==> src/rtl/rffp_pkg.sv <==
// ----------------------------------------------------------------------------
// rffp_pkg
// Shared types and constants of the repeat-first-field pulldown sequencer.
// ----------------------------------------------------------------------------
package rffp_pkg;

  localparam int SRC_W   = 24;
  localparam int OIDX_W  = 26;
  localparam int QDEPTH  = 4;
  localparam int QPTR_W  = $clog2(QDEPTH);
  localparam int QCNT_W  = $clog2(QDEPTH + 1);

  // Kind of one field entry
  typedef enum logic [1:0] {
    KIND_PROG = 2'd0,
    KIND_TOP  = 2'd1,
    KIND_BOT  = 2'd2
  } kind_t;

  // Field order code on the output word
  typedef enum logic [1:0] {
    ORDER_SAME = 2'd0,
    ORDER_BFF  = 2'd1,
    ORDER_TFF  = 2'd2
  } order_t;

  // Input word: picture flags of one coded frame
  typedef struct packed {
    logic repeat_first_field;
    logic top_field_first;
    logic prog_frame;
    logic prog_seq;
  } in_t;

  // Output word: one output frame
  typedef struct packed {
    logic [OIDX_W-1:0] out_frame_index;
    logic [SRC_W-1:0]  top_source_frame;
    logic [SRC_W-1:0]  bottom_source_frame;
    logic              same_source;
    logic [1:0]        field_order;
    logic              last;
  } out_t;

  // Classified coded frame, handed from front to back
  typedef struct packed {
    logic             pend_valid;
    logic [SRC_W-1:0] pend_src;
    kind_t            pend_kind;
    logic [SRC_W-1:0] cur_src;
    logic             prog;
    logic             tff;
    logic [1:0]       npairs;
  } desc_t;

  // Queue status
  typedef struct packed {
    logic [QCNT_W-1:0] count;
    logic              empty;
    logic              full;
  } qstat_t;

endpackage

==> src/rtl/rffp_front.sv <==
// ----------------------------------------------------------------------------
// rffp_front
// Accepts coded frames, tracks the leftover field and the coded frame
// counter, and builds one descriptor per coded frame.
// ----------------------------------------------------------------------------
module rffp_front #(
  parameter int FRAME_INDEX_BITS = 24
) (
  input  logic           clk,
  input  logic           rst_n,
  input  logic           cfg_we,
  input  logic           cfg_bit,
  input  logic           push,
  input  rffp_pkg::in_t  in_word,
  output rffp_pkg::desc_t desc
);
  import rffp_pkg::*;

  logic                        h264_r;
  logic                        pend_valid_r, pend_valid_nxt;
  logic [SRC_W-1:0]            pend_src_r;
  kind_t                       pend_kind_r, pend_kind_nxt;
  logic [FRAME_INDEX_BITS-1:0] coded_cnt_r;

  logic             prog;
  logic [2:0]       count;
  logic [2:0]       n_entries;
  logic [SRC_W-1:0] cur_src;

  // Classify the coded frame
  always_comb begin
    cur_src   = SRC_W'(coded_cnt_r);
    prog      = in_word.prog_seq | (in_word.prog_frame & h264_r);
    if (prog) begin
      count = in_word.repeat_first_field ? (in_word.top_field_first ? 3'd6 : 3'd4) : 3'd2;
    end else begin
      count = in_word.repeat_first_field ? 3'd3 : 3'd2;
    end
    n_entries = count + {2'b00, pend_valid_r};

    // odd total leaves the last entry of this frame waiting
    pend_valid_nxt = n_entries[0];
    if (prog) begin
      pend_kind_nxt = KIND_PROG;
    end else if (in_word.repeat_first_field == in_word.top_field_first) begin
      pend_kind_nxt = KIND_TOP;
    end else begin
      pend_kind_nxt = KIND_BOT;
    end

    desc.pend_valid = pend_valid_r;
    desc.pend_src   = pend_src_r;
    desc.pend_kind  = pend_kind_r;
    desc.cur_src    = cur_src;
    desc.prog       = prog;
    desc.tff        = in_word.top_field_first;
    desc.npairs     = n_entries[2:1];
  end

  // Configuration register
  always_ff @(posedge clk) begin
    if (!rst_n) begin
      h264_r <= 1'b0;
    end else if (cfg_we) begin
      h264_r <= cfg_bit;
    end
  end

  // Leftover field and coded frame counter
  always_ff @(posedge clk) begin
    if (!rst_n) begin
      pend_valid_r <= 1'b0;
      pend_src_r   <= '0;
      pend_kind_r  <= KIND_PROG;
      coded_cnt_r  <= '0;
    end else if (push) begin
      pend_valid_r <= pend_valid_nxt;
      pend_src_r   <= cur_src;
      pend_kind_r  <= pend_kind_nxt;
      coded_cnt_r  <= coded_cnt_r + 1'b1;
    end
  end

endmodule

==> src/rtl/rffp_queue.sv <==
// ----------------------------------------------------------------------------
// rffp_queue
// Short register queue of descriptors between front and back.
// ----------------------------------------------------------------------------
module rffp_queue (
  input  logic             clk,
  input  logic             rst_n,
  input  logic             push,
  input  rffp_pkg::desc_t  wr_desc,
  input  logic             pop,
  output rffp_pkg::desc_t  rd_desc,
  output rffp_pkg::qstat_t stat
);
  import rffp_pkg::*;

  desc_t             slot_r [QDEPTH];
  logic [QPTR_W-1:0] wr_ptr_r, rd_ptr_r;
  logic [QCNT_W-1:0] count_r;

  assign rd_desc    = slot_r[rd_ptr_r];
  assign stat.count = count_r;
  assign stat.empty = (count_r == '0);
  assign stat.full  = (count_r == QCNT_W'(QDEPTH));

  // Storage
  always_ff @(posedge clk) begin
    if (push) begin
      slot_r[wr_ptr_r] <= wr_desc;
    end
  end

  // Pointers and fill count
  always_ff @(posedge clk) begin
    if (!rst_n) begin
      wr_ptr_r <= '0;
      rd_ptr_r <= '0;
      count_r  <= '0;
    end else begin
      if (push) wr_ptr_r <= wr_ptr_r + 1'b1;
      if (pop)  rd_ptr_r <= rd_ptr_r + 1'b1;
      if (push && !pop) begin
        count_r <= count_r + 1'b1;
      end else if (pop && !push) begin
        count_r <= count_r - 1'b1;
      end
    end
  end

endmodule

==> src/rtl/rffp_back.sv <==
// ----------------------------------------------------------------------------
// rffp_back
// Walks the field pairs of the head descriptor, one output frame per cycle
// while out_stall is low, into the output register.
// ----------------------------------------------------------------------------
module rffp_back (
  input  logic            clk,
  input  logic            rst_n,
  input  logic            head_valid,
  input  rffp_pkg::desc_t head,
  output logic            pop,
  output logic [1:0]      pair_idx,
  output logic            out_valid,
  input  logic            out_stall,
  output rffp_pkg::out_t  out_data
);
  import rffp_pkg::*;

  logic              out_valid_r, out_valid_nxt;
  out_t              out_data_r, out_data_nxt;
  logic [1:0]        pair_r, pair_nxt;
  logic [OIDX_W-1:0] oidx_r;
  logic              load;
  logic              is_last;

  logic [2:0]       e0, e1;
  kind_t            k0, k1;
  logic [SRC_W-1:0] s0, s1;
  logic             swapped, same;

  // Kind of entry e of the head frame's list
  function automatic kind_t entry_kind(desc_t d, logic [2:0] e);
    logic [2:0] j;
    j = e - {2'b00, d.pend_valid};
    if (d.pend_valid && e == 3'd0) begin
      return d.pend_kind;
    end else if (d.prog) begin
      return KIND_PROG;
    end else if ((j == 3'd1) == d.tff) begin
      return KIND_BOT;
    end else begin
      return KIND_TOP;
    end
  endfunction

  assign out_valid = out_valid_r;
  assign out_data  = out_data_r;
  assign pair_idx  = pair_r;

  // Build the current pair
  always_comb begin
    e0      = {pair_r, 1'b0};
    e1      = {pair_r, 1'b1};
    k0      = entry_kind(head, e0);
    k1      = entry_kind(head, e1);
    s0      = (head.pend_valid && pair_r == 2'd0) ? head.pend_src : head.cur_src;
    s1      = head.cur_src;
    swapped = (k0 == KIND_BOT);
    same    = (s0 == s1);
    is_last = (pair_r == head.npairs - 2'd1);
    load    = head_valid && (!out_valid_r || !out_stall);
    pop     = load && is_last;

    out_data_nxt.out_frame_index     = oidx_r;
    out_data_nxt.top_source_frame    = swapped ? s1 : s0;
    out_data_nxt.bottom_source_frame = swapped ? s0 : s1;
    out_data_nxt.same_source         = same;
    out_data_nxt.field_order         = same ? ORDER_SAME : (swapped ? ORDER_BFF : ORDER_TFF);
    out_data_nxt.last                = is_last;

    if (load) begin
      out_valid_nxt = 1'b1;
      pair_nxt      = is_last ? 2'd0 : pair_r + 2'd1;
    end else begin
      out_valid_nxt = out_valid_r && out_stall;
      pair_nxt      = pair_r;
    end
  end

  // Output register and counters
  always_ff @(posedge clk) begin
    if (!rst_n) begin
      out_valid_r <= 1'b0;
      pair_r      <= 2'd0;
      oidx_r      <= '0;
    end else begin
      out_valid_r <= out_valid_nxt;
      pair_r      <= pair_nxt;
      if (load) oidx_r <= oidx_r + 1'b1;
    end
  end

  always_ff @(posedge clk) begin
    if (load) out_data_r <= out_data_nxt;
  end

endmodule

==> src/rtl/rff_field_pulldown_sequencer.sv <==
// ----------------------------------------------------------------------------
// rff_field_pulldown_sequencer
// Expands coded frame picture flags into field pairs and reports the source
// coded frames of each output frame.
// ----------------------------------------------------------------------------
// Data path: an accepted coded frame is written to the queue, and its output
//   words are loaded from the queue head into the output register.
// Throughput: one output frame per cycle while out_stall is low; each coded
//   frame yields 1 to 3 output frames (field pairs).
// Reset: synchronous, active low; clears counters, leftover field, queue,
//   and the codec register.
module rff_field_pulldown_sequencer #(
  parameter int FRAME_INDEX_BITS = 24
) (
  input  logic            clk,
  input  logic            rst_n,
  input  logic            in_valid,
  output logic            in_stall,
  input  rffp_pkg::in_t   in_data,
  output logic            out_valid,
  input  logic            out_stall,
  output rffp_pkg::out_t  out_data,
  input  logic            cfg_valid,
  output logic            cfg_ready,
  input  logic            cfg_data
);
  import rffp_pkg::*;

  logic   push, pop;
  desc_t  wr_desc, head;
  qstat_t qstat;
  logic [1:0] pair_idx;

  assign cfg_ready = 1'b1;
  assign in_stall  = qstat.full;
  assign push      = in_valid && !qstat.full;

  rffp_front #(
    .FRAME_INDEX_BITS(FRAME_INDEX_BITS)
  ) u_front (
    .clk     (clk),
    .rst_n   (rst_n),
    .cfg_we  (cfg_valid && cfg_ready),
    .cfg_bit (cfg_data),
    .push    (push),
    .in_word (in_data),
    .desc    (wr_desc)
  );

  rffp_queue u_queue (
    .clk     (clk),
    .rst_n   (rst_n),
    .push    (push),
    .wr_desc (wr_desc),
    .pop     (pop),
    .rd_desc (head),
    .stat    (qstat)
  );

  rffp_back u_back (
    .clk        (clk),
    .rst_n      (rst_n),
    .head_valid (!qstat.empty),
    .head       (head),
    .pop        (pop),
    .pair_idx   (pair_idx),
    .out_valid  (out_valid),
    .out_stall  (out_stall),
    .out_data   (out_data)
  );

  // Queue never overfills
  a_qcount: assert property (@(posedge clk) disable iff (!rst_n)
    qstat.count <= QCNT_W'(QDEPTH))
    else $error("queue count beyond depth");

  // A partially walked descriptor stays at the queue head
  a_pair_head: assert property (@(posedge clk) disable iff (!rst_n)
    pair_idx != 2'd0 |-> !qstat.empty && pair_idx < head.npairs)
    else $error("pair index without head descriptor");

  // Pop only on the last pair of the head
  a_pop: assert property (@(posedge clk) disable iff (!rst_n)
    pop |-> !qstat.empty && pair_idx == head.npairs - 2'd1)
    else $error("pop before last pair");

endmodule
==> config.mk <==
export PLATFORM = sky130hd
export DESIGN_NAME = rff_field_pulldown_sequencer
export DESIGN_NICKNAME = d
export VERILOG_FILES = /design/src/rtl/rffp_pkg.sv /design/src/rtl/rffp_front.sv /design/src/rtl/rffp_queue.sv /design/src/rtl/rffp_back.sv /design/src/rtl/rff_field_pulldown_sequencer.sv
export SDC_FILE = /design/constraint.sdc
export NUM_CORES = 1
export LEC_CHECK = 0
export BUFFER_PORTS_ARGS = -buffer_cell sky130_fd_sc_hd__buf_2
export CORE_ASPECT_RATIO = 2
export CORE_MARGIN = 2
export CORE_UTILIZATION = 54
export DETAILED_ROUTE_END_ITERATION = 12
export GPL_TIMING_DRIVEN = 0
export HOLD_SLACK_MARGIN = 0.02
export PLACE_DENSITY = 0.75
export SLEW_MARGIN = 20
export SYNTH_ARGS = -nofsm -noshare
export SYNTH_HDL_FRONTEND = slang
export SYNTH_SLANG_ARGS = --single-unit
==> constraint.sdc <==
create_clock -name clk -period 4.29 [get_ports clk]
set_input_delay 0.2145 -clock clk [delete_from_list [all_inputs] [get_ports clk]]
set_output_delay 0.2145 -clock clk [all_outputs]
set_load 0.02 [all_outputs]
Yosys cells after proc, flatten, opt, wreduce, memory -nomap -nowiden
Memories as Yosys holds them, arrays and structs flattened. A register that Yosys moved wholly into a read port is not among the register bits.
Index checks and enable logic that the tools add are counted.
{ "classes": {"muxes": 21, "reduce_logical": 17, "eq_ne": 7, "add_sub_neg": 10, "bitwise_logic": 2} }
{ "ops": {"columns": ["operator", "count"], "rows": [
  ["$mux W24", 3],
  ["$add A26 B1 Y26 const B", 1],
  ["$add A24 B1 Y24 const B", 1],
  ["$eq A24 B24 Y1", 1],
  ["$mux W2", 10],
  ["$mux W3", 4],
  ["$logic_and A1 B1 Y1", 7],
  ["$add A2 B1 Y2 const B", 3],
  ["$logic_not A1 Y1", 6],
  ["$mux W1", 4],
  ["$add A3 B1 Y3", 1],
  ["$add A3 B1 Y3 const B", 1],
  ["$eq A3 B1 Y1 const B", 1],
  ["$eq A3 B3 Y1 const B", 1],
  ["$logic_not A3 Y1", 1],
  ["$sub A3 B1 Y3", 1],
  ["$sub A3 B1 Y3 const B", 1],
  ["$eq A1 B1 Y1", 2],
  ["$eq A2 B2 Y1", 1],
  ["$eq A2 B2 Y1 const B", 1],
  ["$logic_not A2 Y1", 1],
  ["$reduce_bool A2 Y1", 1],
  ["$sub A2 B1 Y2 const B", 1],
  ["$and A1 B1 Y1", 1],
  ["other kinds (2)", 2]
]} }
{ "word_totals": {"ff_bits": 166, "mem_count": 1, "out_inout_bits": 81, "elab_cells": 75, "mem_bits_rw": 220} }
{ "mem_list": {"columns": ["memory", "depth", "word_bits", "rd", "rd_clocked_by_memory_dff", "wr", "line", "rtl"], "rows": [
  ["u_queue.slot_r", 4, 55, 1, 1, 1, "rffp_queue.sv:16", "desc_t slot_r [QDEPTH];"]
]} }

Depth between registers and ports, before layout
Gate-level depths: netlist (run 1).
{ "depth": {"ltp_word": 8, "depth_mapped": 12} }

Modules after synthesis
Synthesis (run 1) repeated with hierarchy kept, for this count alone.
{ "unflattened": {"hier_cells": 922, "hier_area_um2": 15361.0} }
{ "modules_own_cells": {"columns": ["module", "cells_each", "n_inst", "area_each_um2", "seq_area_each_um2"], "rows": [
  ["rffp_queue", 330, 1, 8450.6, 6786.5],
  ["rffp_back", 344, 1, 4625.7, 2922.8],
  ["rffp_front", 244, 1, 2255.9, 1041.0],
  ["rff_field_pulldown_sequencer", 4, 1, 28.8, 0.0]
]} }

Worst setup path before layout (run 1)
OpenSTA, ideal clock, no wires.
{ "synth_path": {"path_kind": "flip-flop to flip-flop", "startpoint": "reg u_queue.count_r[0]", "endpoint": "reg u_queue.count_r[2]", "arrival_time_ps": 4264, "path_slack_ps": -44, "synth_period_minus_slack_ps": 4334, "n_path_buf": 1, "required_ps": 4220, "stages_incl_launch_ff": 12, "cell_sequence": "dfxtp_1 > or3_1 > nand2_1 > inv_1 > clkbuf_1 > nand2_1 > ha_1 > inv_1 > fa_1 > xor2_1 > or3_1 > a21oi_1"} }
{ "synth_between": {"elab_chain_cells": 7, "word_cells_on_any_way": 16} }
{ "synth_lines": {"columns": ["element", "line", "rtl"], "rows": [
  ["start, declared", "rffp_queue.sv:18", "logic [QCNT_W-1:0] count_r;"],
  ["start signal, assigned", "rffp_queue.sv:42", "count_r <= count_r + 1'b1;"],
  ["start signal, assigned", "rffp_queue.sv:44", "count_r <= count_r - 1'b1;"],
  ["$logic_not A3 Y1 *", "rffp_queue.sv:22", "assign stat.empty = (count_r == '0);"],
  ["$logic_not A1 Y1 *", "rff_field_pulldown_sequencer.sv:63", ".head_valid (!qstat.empty),"],
  ["$logic_and A1 B1 Y1 *", "rffp_back.sv:61", "load = head_valid && (!out_valid_r || !out_stall);"],
  ["net u_back.load", "rffp_back.sv:23", "logic load;"],
  ["$logic_and A1 B1 Y1 *", "rffp_back.sv:62", "pop = load && is_last;"],
  ["$logic_not A1 Y1", "rffp_queue.sv:41", "if (push && !pop) begin"],
  ["$logic_and A1 B1 Y1", "rffp_queue.sv:41", null],
  ["$mux W3 / $reduce_bool A2 Y1 (equally long branches)", null, null]
]} }
Mark *: on every way through the listed nets, which the timed path passes. The rest lies on a longest branch. The select of a mux whose other input is x is not followed.
A chain may end at the register's enable or synchronous reset.

==> summary.md, run 1 <==
| Metric | Value |
|---|---|
| Total Routed Length | `30500 µm` |
| Final Critical Period | `3.49 ns` |
| CP max-delay cell | `clkbuf_1` |
| Logic gate share of total power | `29.8%` |
| Cts repair resizes | `0` |
| First-iteration detailed-routing DRC count | `504` |
| Hold Crit Class | `in2reg` |
| Number of fill cells | `1964` |
| Routability cong. | `0.794` |
| Clock power frac | `26.1%` |
| # DRC | `0` |
| Post-synthesis adder-cell area fraction | `1.07%` |
| Hold_buf cts | `5` |
| CP endpoint kind | `register` |
| Peak supply drop | `0.000570 V` |
| Cells after synthesis | `912` |
| Simple-gate share of the synthesized area | `7.52%` |
| Max Root-Sink Buffers | `3` |
| Tot Pwr | `11400 µW` |
| Rel. slew slack | `35.7%` |
| Synth Area in XOR/XNOR | `3.93%` |
| Reg clk slew, reported paths | `0.07 ns` |
| Max Cap Violations | `0` |
| Crit-path leading delay family | `buffers and inverters` |
| Max-slew violation count | `0` |
| Ratio of cells with drive above 1 in the final layout | `25.3%` |
| Syn_nets | `934` |
| Max frequency | `0.286 GHz` |
| Top-count cell post-synth | `edfxtp_1` |
| Fraction of the mapped netlist area in compound gates | `2.32%` |
| Sequential share of power | `44.1%` |
| Vias/cell | `5.68` |
| Clk_skew | `0.0193 ns` |
| Via Count | `8036` |
| Ys flop type | `edfxtp_1` |
| Chip height | `237 µm` |
| Max H-tree Level | `1` |
| P_int | `7830 µW` |
| Cell Area, Synth | `14700 µm²` |
| RSZ-0062 raised after global routing | `false` |
| CP Cell Sequence | `buf_2 > clkbuf_1 > mux4_2 > xnor2_1 > nand4_1 > nor4_2 > a21boi_0` |
| Gr usage total | `21.8%` |
| Chip width | `121 µm` |
| Fin. Hold Viols | `0` |
| Post-synthesis sequential area ratio | `71.5%` |
| Vias in the first global route | `8451` |
| Syn avg cell area | `16.1 µm²` |
| Crit path kind | `reg2reg` |
| Worst path max stage delay | `0.74 ns` |
| Number of buffers created by CTS | `30` |
| Clock sink total | `380` |
| CTS tree | `yes` |
| # nets final | `1064` |
| CP Data Required Time | `4.58 ns` |
| Sum of negative setup slack | `0 ns` |
| DP HPWL | `19500 µm` |
| IO Pins | `91` |
| Cell Area, Placed | `15700 µm²` |
| Synth area leaders | `edfxtp_1, dfxtp_1, mux4_2, mux2_2, xnor2_1` |
| Core region area | `26800 µm²` |
| Layout area overhead | `14.6%` |
| Clk_lat worst skew | `0.57 ns` |
| Largest net degree at the start of global routing | `88` |
| Worst-Margin Slew | `0.965 ns` |
| Status | `complete, no violations` |
| Starting Density | `54.8%` |
| Worst Path Buf+Inv | `2` |
| Root buffer cell | `clkbuf_16` |
| PD cells | `676 nW/µm²` |
| First-pass GRT wire length | `47000 µm` |
| Area share of the leading cell type in the synthesized netlist | `59.2%` |
| Synth cell types | `46` |
| Gr ovfl total | `0` |
| Largest area contributor in the netlist | `edfxtp_1` |
| Antenna violations before repair | `0` |
| #FFs+latches synth | `380` |
| Routed Antenna Nets | `0` |
| Number of flops mapped to enable cells by yosys | `290` |
| Post-synth ARST share | `0%` |
| Switching power | `3560 µW` |
| Post-CTS setup buffers | `0` |
| P_leak | `0.00567 µW` |
| Die ar. | `28600 µm²` |
| Largest family of logic cells by synthesized area | `multiplexers` |
| N_diodes | `0` |
| Startpoint types | `register` |
| Crit path max fanout | `10` |
| Post-synth top cells | `edfxtp_1, dfxtp_1, nand2_1, xnor2_1, mux4_2` |
| Arr. time, crit path | `3.79 ns` |
| Final Setup Violations | `0` |
| Port buffer count | `89` |
| Cell Rows | `85` |
| 1st-pass router iterations | `5` |
| Synth Warn # | `0` |
| WL/cell | `21.6 µm` |
| Fin crit share | `81.4%` |
| Fin area | `16800 µm²` |
| Switch share | `31.3%` |
| Mux share of post-synthesis cell area | `12.0%` |
final cells by class:
cell class / count / area [µm²] / share of cell area [%]
sequential: 380 / 10500 / 62.4
multi-input combinational: 476 / 3970 / 23.6
clock buffer: 42 / 963 / 5.72
timing repair buffer: 98 / 591 / 3.51
tap: 348 / 435 / 2.59
buffer: 35 / 174 / 1.03
clock inverter: 14 / 123 / 0.728
inverter: 21 / 78.8 / 0.468
per-layer routing:
layer  global-route usage (%)  wire length [µm]  up-vias
met4                     11.4              1610        0
met1                     22.6             10300     4035
li1                         -                 -     3683
met5                        0                 0        -
met3                     2.52              1420       82
met2                     42.0             17100      236
kinds of logic after synthesis:
group / Yosys count
DFF: 380
muxes: 106
adders and majority gates: 12
AOI/OAI and AO/OA: 61
buffers and inverters: 56
other: 1
xor gates and xnor gates: 66
and+or+nand+nor: 230
power by group through the flow:
stage	Clock [µW]	Sequential [µW]	Combinational, µW
2_1_floorplan	0	5600	1830
3_3_place_gp	0	5130	3330
3_5_place_dp	0	5100	3410
4_1_cts	3010	5030	3440
5_1_grt	3130	5080	3620
6_report	2980	5020	3390
worst register-to-register path: stages, from the launching register on:
cell and delay (ns):
dfxtp_1 0.31, buf_2 0.24, clkbuf_1 0.74, mux4_2 0.47, xnor2_1 0.49, nand4_1 0.38, nor4_2 0.45, a21boi_0 0.14
layout by cell type (no fill, tap or decap), types with 4 or more instances in the layout:
| master | n |
|---|---|
| mux2i_1 | 6 |
| clkbuf_8 | 5 |
| nor4_1 | 10 |
| nand2b_1 | 5 |
| or3_1 | 10 |
| buf_2 | 100 |
| edfxtp_1 | 290 |
| nand2_1 | 88 |
| ha_1 | 11 |
| clkbuf_16 | 36 |
| mux4_2 | 51 |
| xnor2_1 | 59 |
| inv_1 | 19 |
| dfxtp_1 | 90 |
| clkbuf_1 | 18 |
| clkinv_2 | 8 |
| a21oi_1 | 44 |
| xor2_1 | 7 |
| nor2_1 | 43 |
| and2_1 | 6 |
| dlygate4sd3_1 | 5 |
| o21ai_0 | 9 |
| nand3_1 | 16 |
| nor3_1 | 15 |
| nand4_1 | 16 |
| and3_1 | 5 |
| and3_4 | 4 |
| mux2_2 | 46 |
| and4_1 | 4 |
sequential cells by signal, summed over array words and instances, names as in the netlist, 2 cells and up, named ones only:
register             count
u_front.pend_src_r      24
u_back.oidx_r           26
u_back.out_data         78
u_back.pair_idx          2
u_front.pend_kind_r      2
u_queue.count_r          3
u_queue.slot_r         212
u_queue.rd_ptr_r         2
u_queue.wr_ptr_r         2
u_front.coded_cnt_r     24
worst paths after layout:
| check | startpoint | slack, ns | end | cells after the start |
|---|---|---|---|---|
| worst max-delay path | register | 0.80 | u_back.out_data[2] | 7 |
| worst min-delay path | in_data[1] | 0.03 | u_front.pend_kind_r[0] | 4 |
| worst max register to register | register | 0.80 | u_back.out_data[2] | 7 |
| worst min register to register | u_back.oidx_r[25] | 0.47 | u_back.out_data[77] | 0 |
metrics by stage:
stage               util, %  instances  hold slack, ns  setup WS (ns)
global placement       58.1       1349           0.441          0.281
floorplan                 -        912           0.362           1.03
finish                 62.8       1414          0.0339          0.796
global route           62.8       1414          0.0818          0.686
detailed placement     58.6       1353           0.450          0.860
CTS                    62.8       1414          0.0340          0.751
Power figures use the tool's default switching activity.
==> run 2: changes to the inputs <==
--- a/config.mk
+++ b/config.mk
@@ -5,14 +5,15 @@
 export SDC_FILE = /design/constraint.sdc
 export NUM_CORES = 1
 export LEC_CHECK = 0
+export ABC_AREA = 1
 export BUFFER_PORTS_ARGS = -buffer_cell sky130_fd_sc_hd__buf_2
 export CORE_ASPECT_RATIO = 2
 export CORE_MARGIN = 2
-export CORE_UTILIZATION = 54
+export CORE_UTILIZATION = 55
 export DETAILED_ROUTE_END_ITERATION = 12
 export GPL_TIMING_DRIVEN = 0
 export HOLD_SLACK_MARGIN = 0.02
-export PLACE_DENSITY = 0.75
+export PLACE_DENSITY = 0.76
 export SLEW_MARGIN = 20
 export SYNTH_ARGS = -nofsm -noshare
 export SYNTH_HDL_FRONTEND = slang
==> constraint.sdc (replaced) <==
create_clock -name clk -period 3 [get_ports clk]
set_input_delay 0.15 -clock clk [delete_from_list [all_inputs] [get_ports clk]]
set_output_delay 0.15 -clock clk [all_outputs]
set_load 0.02 [all_outputs]
==> summary.md, run 2 <==
| Metric | Value |
|---|---|
| #FFs+latches synth | `388` |
| Biggest register | `u_queue.slot_r` |
| Max Root-Sink Buffers | `3` |
| Syn avg cell area | `9.69 µm²` |
| FF-to-FF setup slack | `0.12 ns` |
| Final worst slack | `0.123 ns` |
| Most used cell, CP | `nand2_1` |
| Fin crit share | `95.9%` |
| Die ar. | `32000 µm²` |
| Final Setup Violations | `0` |
| Clk_lat worst skew | `0.53 ns` |
| Cell Rows | `90` |
| Cell Area, Synth | `16800 µm²` |
| IO Pins | `91` |
| Final Critical Period | `2.88 ns` |
| Synth Warn # | `0` |
| Final Core Density | `63.9%` |
| Most common cell after layout, fill and taps aside | `nand2_1` |
| Crit path kind | `reg2reg` |
| Commonest non-fill, non-tap cells in the layout | `nand2_1, nor2_1, edfxtp_1` |
| Ratio of cells with drive above 1 in the final layout | `11.2%` |
| Largest net degree at the start of global routing | `87` |
| Worst-Margin Slew | `0.810 ns` |
| Vias/cell | `5.79` |
| CTS tree | `yes` |
| Status | `complete, no violations` |
| N_diodes | `0` |
| R2r worst-path depth | `20` |
| Port buffer count | `89` |
| CP Cell Sequence | `inv_2 > buf_6 > buf_6 > buf_6 > nand2_1 > nand3_1 > nand2_1 > xor2_2 > o21ai_1 > nand2_1 > inv_2 > nand2_2 > ha_1 > inv_1 > fa_1 > nor2_1 > nor2_1 > nand2_1 > o21ai_0 > a21oi_1` |
| Startpoint types | `register` |
| # DRC | `0` |
| Via Count | `13.1k` |
| Sum of negative setup slack | `0 ns` |
| Number of flops mapped to enable cells by yosys | `298` |
| Fin. Hold Viols | `0` |
| Post-Place Cells | `2196` |
| Ys flop type | `edfxtp_1` |
| Chip width | `127 µm` |
| Routability cong. | `0.909` |
| Reg clk slew, reported paths | `0.06 ns` |
| # nets final | `1891` |
| Rel. slew slack | `46.0%` |
| Final cell count without fillers | `2263` |
| Hold endpoint | `u_front.pend_kind_r[0]` |
| Area share of the leading cell type in the synthesized netlist | `53.4%` |
| Gr usage total | `29.2%` |
| Vias in the first global route | `12.8k` |
| Post-synth top cells | `nand2_1, nor2_1, edfxtp_1, o21ai_0, inv_1` |
| CP max-delay cell | `fa_1` |
| Starting Density | `55.7%` |
| 1st-pass router iterations | `5` |
| CP Data Required Time | `3.46 ns` |
| First-pass GRT wire length | `69800 µm` |
| Number of buffers created by CTS | `34` |
| Tot Pwr | `20500 µW` |
| RSZ-0062 raised after global routing | `true` |
| Max-slew violation count | `0` |
| Max reg flops | `220` |
| Clk_skew | `0.0137 ns` |
| Hold Path Stages | `4` |
| Place WS | `-0.332 ns` |
| WL/cell | `20.6 µm` |
| Gr ovfl total | `0` |
| Max frequency | `0.348 GHz` |
| Crit path max fanout | `10` |
| Seq. cell area | `10800 µm²` |
| Post-synthesis sequential area ratio | `64.2%` |
| Number of fill cells | `2288` |
| Top-count cell post-synth | `nand2_1` |
| DP HPWL | `33600 µm` |
| Post-synth ARST share | `0%` |
| PD cells | `1070 nW/µm²` |
| Root buffer cell | `clkbuf_16` |
| Total Routed Length | `46700 µm` |
| Layout area overhead | `14.6%` |
| Synth cell types | `39` |
| Max H-tree Level | `2` |
| P_leak | `0.00766 µW` |
| RR Endpoint | `u_queue.count_r[2]` |
| Worst path max stage delay | `0.39 ns` |
| Clock sink total | `388` |
| Synth area leaders | `edfxtp_1, dfxtp_1, nand2_1, nor2_1, o21ai_0` |
| Antenna violations before repair | `0` |
| Post-CTS setup buffers | `0` |
| Hold Crit Class | `in2reg` |
| CP endpoint kind | `register` |
| Chip height | `251 µm` |
| Arr. time, crit path | `3.33 ns` |
| Critical hold path startpoint | `in_data[3]` |
| Area of the multi-input gates | `5160 µm²` |
| First-iteration detailed-routing DRC count | `1072` |
| Syn_nets | `1751` |
| Cells after synthesis | `1729` |
| Largest area contributor in the netlist | `edfxtp_1` |
| Peak supply drop | `0.000930 V` |
| Core region area | `30100 µm²` |
| Routed Antenna Nets | `0` |
| Max Cap Violations | `0` |
| Worst Path Buf+Inv | `6` |
| Crit-path leading delay family | `buffers and inverters` |
run 2: changes by cell type in the layout (fill, tap and decap cells not counted), sizes merged, moves of 10 or more:
cell    before  now
clkbuf      59   80
or3         10    0
nand3b       0   14
inv         23  125
nor2        44  304
buf        111  147
a21oi       44   63
nand3       16   77
xnor2       59    4
mux2        49    0
mux4        51    0
nor3        15   27
nand2       88  368
o21ai        9  212
run 2: cell type report:
| class | instances | area share, % |
|---|---|---|
| Clock inverter | 14 | 0.756 |
| Sequential cell | 388 | 56.0 |
| Clock buffer | 48 | 5.09 |
| Tap cell | 368 | 2.40 |
| Multi-Input combinational cell | 1135 | 26.9 |
| Buffer | 80 | 2.31 |
| Inverter | 125 | 2.58 |
| Timing Repair Buffer | 105 | 3.99 |
run 2: metrics by stage:
step | hold slack, ns | area [µm²]
3_3_place_gp | 0.341 | 17700
5_1_grt | 0.109 | 19200
6_report | 0.0683 | 19200
3_5_place_dp | 0.351 | 18000
2_1_floorplan | 0.244 | 16800
4_1_cts | 0.0661 | 19200
run 2: routing by layer:
layer / track usage (%) / up-vias / part of all wire [%]
met1: 29.4 / 5988 / 32
met2: 52.8 / 771 / 52
met5: 0 / - / 0
li1: - / 6097 / -
met4: 23.3 / 0 / 8.9
met3: 3.79 / 246 / 6.7
run 2: how the worst max path moves through the flow:
stage,cells past startpoint,end,slack (ns)
6_report,20,u_queue.count_r[2],0.12
2_1_floorplan,6,u_queue.slot_r[0][0],-0.75
4_1_cts,13,u_queue.count_r[2],0.02
3_5_place_dp,18,u_queue.count_r[2],-0.33
3_3_place_gp,6,u_queue.slot_r[1][43],-2.90
5_1_grt,20,u_queue.count_r[2],-0.13
run 2: cell families after synthesis:
family / Yosys count / share of synthesized area [%]
buffers and inverters: 206 / 5.30
adders and majority gates: 12 / 0.941
and+or+nand+nor: 817 / 19.9
xor gates and xnor gates: 14 / 0.732
other: 1 / 0.0224
AOI/OAI and AO/OA: 291 / 8.92
DFF: 388 / 64.2
run 2: timing repair:
item / 4_1_cts / 5_1_grt
hold buffers: 6 / 0
gates resized for setup: 9 / 14
hold endpoints to repair: 7 / 0
endpoints found under the setup margin: 38 / 24
run 2: tightest hold or removal path, stage by stage:
cell and delay, ns:
buf_2 0.09, ha_1 0.13, nand3_1 0.08, a21oi_1 0.11
run 2: report_power, final:
part	switching (µW)	internal [µW]	leakage, µW
combinational	6030	2370	0.00350
clock	1920	2540	0.000545
sequential	340	7250	0.00362
total	8290	12200	0.00766
